### src/rtl/assert_macros.svh
// Concurrent assertion helpers for the RTL.
`ifndef ASSERT_MACROS_SVH
`define ASSERT_MACROS_SVH
`ifndef SYNTH
`define RCDC_ASSERT(lbl, clk, rstn, prop, msg) \
  lbl: assert property (@(posedge clk) disable iff (!(rstn)) prop) else $error(msg);
`define RCDC_CHECK(lbl, clk, prop, msg) \
  lbl: assert property (@(posedge clk) prop) else $error(msg);
`else
`define RCDC_ASSERT(lbl, clk, rstn, prop, msg)
`define RCDC_CHECK(lbl, clk, prop, msg)
`endif
`endif

### src/rtl/rcdc_div.sv
`default_nettype none
module rcdc_div #(
  parameter int NUM_W = 21,
  parameter int DEN_W = 12
) (
  input  wire logic             clk,
  input  wire logic             rst_n,
  input  wire logic             start,
  input  wire logic [NUM_W-1:0] num,
  input  wire logic [DEN_W-1:0] den,
  output logic                  done,
  output logic      [NUM_W-1:0] quo
);
  localparam int CNT_W = $clog2(NUM_W + 1);

  logic [DEN_W-1:0] rem_r, den_r;
  logic [NUM_W-1:0] quo_r;
  logic [CNT_W-1:0] cnt_r;
  logic             busy_r, done_r;
  logic [DEN_W:0]   trial, diff;
  logic             ge;

  assign trial = {rem_r, quo_r[NUM_W-1]};
  assign diff  = trial - {1'b0, den_r};
  assign ge    = trial >= {1'b0, den_r};

  always_ff @(posedge clk) begin
    if (!rst_n) begin
      busy_r <= 1'b0;
      done_r <= 1'b0;
      cnt_r  <= '0;
    end else begin
      done_r <= 1'b0;
      if (start) begin
        busy_r <= 1'b1;
        cnt_r  <= CNT_W'(NUM_W);
      end else if (busy_r) begin
        cnt_r <= cnt_r - 1'b1;
        if (cnt_r == CNT_W'(1)) begin
          busy_r <= 1'b0;
          done_r <= 1'b1;
        end
      end
    end
  end

  always_ff @(posedge clk) begin
    if (start) begin
      rem_r <= '0;
      quo_r <= num;
      den_r <= den;
    end else if (busy_r) begin
      rem_r <= ge ? diff[DEN_W-1:0] : trial[DEN_W-1:0];
      quo_r <= {quo_r[NUM_W-2:0], ge};
    end
  end

  assign done = done_r;
  assign quo  = quo_r;
endmodule
`default_nettype wire

### config.mk
export PLATFORM = sky130hd
export DESIGN_NAME = rcdc_div
export DESIGN_NICKNAME = d
export VERILOG_FILES = /design/src/rtl/assert_macros.svh /design/src/rtl/rcdc_div.sv
export SDC_FILE = /design/constraint.sdc
export NUM_CORES = 1
export LEC_CHECK = 0
export ABC_AREA = 1
export ABC_CLOCK_PERIOD_IN_PS = 1800
export BUFFER_PORTS_ARGS = -buffer_cell sky130_fd_sc_hd__buf_2
export CORE_ASPECT_RATIO = 2
export CORE_UTILIZATION = 50
export CTS_BUF_LIST = sky130_fd_sc_hd__clkbuf_16
export DETAILED_ROUTE_END_ITERATION = 8
export PLACE_DENSITY = 0.81
export SETUP_SLACK_MARGIN = 0.1
export SYNTH_ARGS = -nofsm -noshare
export SYNTH_HDL_FRONTEND = slang
export SYNTH_SLANG_ARGS = --single-unit
### constraint.sdc
create_clock -name clk -period 1.8 [get_ports clk]
set_input_delay 0.18 -clock clk [delete_from_list [all_inputs] [get_ports clk]]
set_output_delay 0.18 -clock clk [all_outputs]
set_load 0.02 [all_outputs]
==> impl_summary.log <==
[metrics] outcome: finished, violations left
[metrics] violations in the final reports: negative setup slack
[metrics] mean post-synth cell area: 7.82 um^2
[metrics] number of buffers created by CTS: 5
[metrics] WL met2: between 4000 and 5000 um
[metrics] met3 routed WL: 477 um
[metrics] CP required: 2040 ps
[metrics] wire length of the first global-routing pass: 13100 um
[metrics] Yosys reg bits: 52
[metrics] max-slew violations: 0
[metrics] via count of the first global-routing pass: roughly 3000
[metrics] core area: 5710 um^2
[metrics] worst slew margin relative to its limit: a little under 80%
[metrics] DP Area: between 3000 and 4000 um^2
[metrics] clock tree from TritonCTS: built
[metrics] final clock skew: 5.47 ps
[metrics] number of levels in the clock H-tree: 2
[metrics] power density over the cells: 750 nW/um^2
[metrics] count of synthesis-stage warnings from yosys: 0
[metrics] effective utilization at floorplan: 52.0%
[metrics] IO Count: 58
[metrics] number of remaining DRC errors: 0
[metrics] post-detail-place hpwl: 5350 um
[metrics] number of DRC markers in iteration 0: between 100 and 150
[metrics] maximum achievable frequency: between 0.5 and 0.6 GHz
[metrics] GRT Total Usage: 26.7%
[metrics] number of sinks driven by the clock tree: 52
[metrics] antenna violations before repair: 0
[metrics] later-pin clock latency in the skew report: 300 ps
[metrics] Critical Path Sink Type: register
[metrics] share of synthesized area occupied by flip-flops and latches: 46.2%
[metrics] Fillers: 416
[metrics] Total Nets Final: 514
[metrics] M1 wire length: slightly below 3000 um
[metrics] Critical Setup Path Class: register to register
[metrics] number of rows in the core area: 39
[metrics] net count after synthesis: around 430
[metrics] leakage power summed over all cells: ~2.0 nW
[metrics] Final Wtd Congestion: approximately 0.93
[metrics] setup TNS: -61.5 ps
[metrics] number of standard cells after synthesis: 380
[metrics] startpoint of the most critical register-to-register path: den_r[1]$_DFFE_PP_
[metrics] Final Setup Violations: 1
[metrics] Inserted Diodes: 0
[metrics] Area contributors post-synth: sky130_fd_sc_hd__edfxtp_1, sky130_fd_sc_hd__nand2_1, sky130_fd_sc_hd__dfxtp_1
[metrics] number of distinct library cell variants in the gate-level netlist after synthesis: 32
[metrics] worst min-delay path startpoint: den[2]
[metrics] chip height: approximately 110 um
[metrics] Post-synth top flop: sky130_fd_sc_hd__edfxtp_1
[metrics] top cell type by total area after synthesis: sky130_fd_sc_hd__edfxtp_1
[metrics] area of all placed cells without fillers: 3970 um^2
[metrics] maximum VDD drop: between 0.9 and 1 mV
[metrics] Worst Tran Pin Value: 331 ps
[metrics] final routed wire length divided by cell count: between 15 and 20 um
[metrics] Reg2Reg Setup Slack: -60 ps
[metrics] slack of the critical path: -61.5 ps
[metrics] shortest clock period the worst path allows after layout: ~1900 ps
[metrics] count of antenna-violating nets left after detailed routing: 0
[metrics] worst reg-to-reg path cell count: 11
[metrics] maximum number of pins on one net before global-route repair: 23
[metrics] Total Power: 2.97 mW
[metrics] number of input and output port buffers inserted: 57
[metrics] First-pass DRT Iterations: 5
[metrics] fraction of the cycle the final worst path needs: 103%
[metrics] Die Area: 6270 um^2
[metrics] RSZ-0062 raised after global routing: true
[metrics] total wire length after detailed routing: 8270 um
[metrics] reg2reg end: rem_r[6]$_SDFFE_PP0P_
[metrics] maximum number of buffers from clock root to sink: 2
[metrics] growth of design area from synthesis to finish: 33.6%
[metrics] number of enable flip-flop cells after synthesis: 33
[metrics] hold violation total from the final report: 0
[metrics] arrival time at the worst endpoint: 2100 ps
[metrics] fraction of final layout cells with drive strength greater than 1: 34.7%
[metrics] worst min-delay path category: primary input to register
[metrics] highest metal layer used by the detailed router: met4
[metrics] hold slack final: 54.2 ps
[metrics] ys async rst share: 0%
[metrics] Hold Path Depth: 1
[metrics] routed via count: between 2000 and 3000
[metrics] grt total ovfl: 0
[metrics] Yosys top cell area share: 33.4%
[metrics] Hold EP: den_r[2]$_DFFE_PP_
[metrics] root buffer cell: sky130_fd_sc_hd__clkbuf_16
[metrics] crit-path max FO: 3
[metrics] clock slew at the register clock pins of the worst setup and hold paths: 70 ps
[metrics] per-cell via count in the routed design: 5.52
[metrics] worst slack, placed: -31.1 ps
[metrics] kind of start point of the critical path: register
[metrics] Max Cap Viol: 0
[metrics] die width: between 50 and 60 um
[metrics] Cell Area, Synth: 2970 um^2
## flip-flops by register name, summed over array words and instances, names as in the netlist
signal / flops
rem_r: 12
busy_r: 1
quo: 21
done: 1
den_r: 12
cnt_r: 5
## Yosys cell counts (2+ instances only)
master and number:
sky130_fd_sc_hd__clkbuf_1 6, sky130_fd_sc_hd__xnor2_1 4, sky130_fd_sc_hd__nand2_2 3, sky130_fd_sc_hd__buf_2 3, sky130_fd_sc_hd__nor2_1 19, sky130_fd_sc_hd__edfxtp_1 33
sky130_fd_sc_hd__nor2_2 2, sky130_fd_sc_hd__dfxtp_1 19, sky130_fd_sc_hd__ha_1 14, sky130_fd_sc_hd__inv_1 58, sky130_fd_sc_hd__inv_2 2, sky130_fd_sc_hd__nand4_1 15
sky130_fd_sc_hd__o21ai_0 2, sky130_fd_sc_hd__nand2_1 148, sky130_fd_sc_hd__a21oi_1 6, sky130_fd_sc_hd__nand3_2 4, sky130_fd_sc_hd__nand3_1 24, sky130_fd_sc_hd__o31ai_1 2
sky130_fd_sc_hd__nor3_1 3
## through the flow
stage / cells / util [%]
final: 525 / 69.5
after global routing: 525 / 69.5
after CTS: 520 / 67.1
after floorplan: 380 / -
after global placement: 502 / 59.9
after detailed placement: 502 / 59.9
## cell families after synthesis
| kind of cell | count (synthesis) | synth area share (%) |
|---|---|---|
| AOI/OAI and AO/OA | 15 | 3.41 |
| xor gates and xnor gates | 5 | 1.47 |
| adders and majority gates | 15 | 6.57 |
| DFF | 52 | 46.2 |
| and+or+nand+nor | 222 | 32.8 |
| buffers and inverters | 71 | 9.60 |
## cell type report
type                    count  area, um^2  area share [%]
flip-flops and latches     52        1370            34.6
clock buffers               5         125            3.15
clock inverters             3        22.5           0.568
multi-input cells         258        1600            40.4
inverters                  60         225            5.68
well taps                  61        76.3            1.92
repair buffers             86         543            13.7
## worst max-delay path, stage by stage (launching register included)
cell,delay [ps]
sky130_fd_sc_hd__edfxtp_1,430
sky130_fd_sc_hd__buf_4,170
sky130_fd_sc_hd__fa_2,380
sky130_fd_sc_hd__inv_2,100
sky130_fd_sc_hd__nand3_2,70
sky130_fd_sc_hd__nand3_2,90
sky130_fd_sc_hd__nand2_1,90
sky130_fd_sc_hd__nand2_1,70
sky130_fd_sc_hd__nor2_1,50
sky130_fd_sc_hd__o21ai_1,200
sky130_fd_sc_hd__nand3_1,100
sky130_fd_sc_hd__nand2_1,70
## worst max path at each step
stage | slack [ps] | endpoint | start
final | -60 | rem_r[6]$_SDFFE_PP0P_ | den_r[1]$_DFFE_PP_
after global routing | -100 | rem_r[6]$_SDFFE_PP0P_ | den_r[1]$_DFFE_PP_
after CTS | 80 | rem_r[6]$_SDFFE_PP0P_ | quo[20]$_DFFE_PP_
after detailed placement | -30 | rem_r[6]$_SDFFE_PP0P_ | den_r[10]$_DFFE_PP_
after global placement | 20 | rem_r[8]$_SDFFE_PP0P_ | den_r[5]$_DFFE_PP_
after floorplan | 50 | rem_r[6]$_SDFFE_PP0P_ | quo[20]$_DFFE_PP_
## timing repair
item                                   CTS  global route
gates cloned                             2             1
setup endpoints to repair               13            13
hold buffers                             0             0
pin swaps                                8             8
endpoints found under the hold margin    0             0
setup buffers                            8             4
gates resized for setup                 38            26
## where the power goes
group          switching (mW)  leakage [nW]  internal [mW]
registers              0.0506         0.488           1.37
logic                   0.352          1.39          0.233
clock network           0.447        0.0742          0.521
total                   0.850          1.95           2.12
## routing by layer
metal / GRT usage (%) / vias up
met2: 47.2 / 152
met3: 3.97 / 52
met1: 27.4 / 1320
met5: 0 / -
li1: - / 1372
met4: 19.5 / 0
## cells in the final DEF (no fill, tap or decap), types with 2 or more instances in the layout
master	instances
sky130_fd_sc_hd__edfxtp_1	33
sky130_fd_sc_hd__nor3_1	2
sky130_fd_sc_hd__nand2_2	18
sky130_fd_sc_hd__buf_2	57
sky130_fd_sc_hd__a21oi_1	5
sky130_fd_sc_hd__ha_1	2
sky130_fd_sc_hd__nor2_1	17
sky130_fd_sc_hd__xnor2_1	4
sky130_fd_sc_hd__nand2_4	2
sky130_fd_sc_hd__clkbuf_16	6
sky130_fd_sc_hd__dfxtp_1	19
sky130_fd_sc_hd__nand3_2	7
sky130_fd_sc_hd__nand3_1	20
sky130_fd_sc_hd__nand3_4	3
sky130_fd_sc_hd__nand4_1	15
sky130_fd_sc_hd__ha_4	11
sky130_fd_sc_hd__o21ai_1	2
sky130_fd_sc_hd__nand2_1	130
sky130_fd_sc_hd__nor2_2	2
sky130_fd_sc_hd__buf_6	4
sky130_fd_sc_hd__nor2_4	3
sky130_fd_sc_hd__inv_1	47
sky130_fd_sc_hd__inv_2	13
sky130_fd_sc_hd__o31ai_1	2
sky130_fd_sc_hd__buf_4	23
Note: power is estimated with default switching activity, not from simulation.
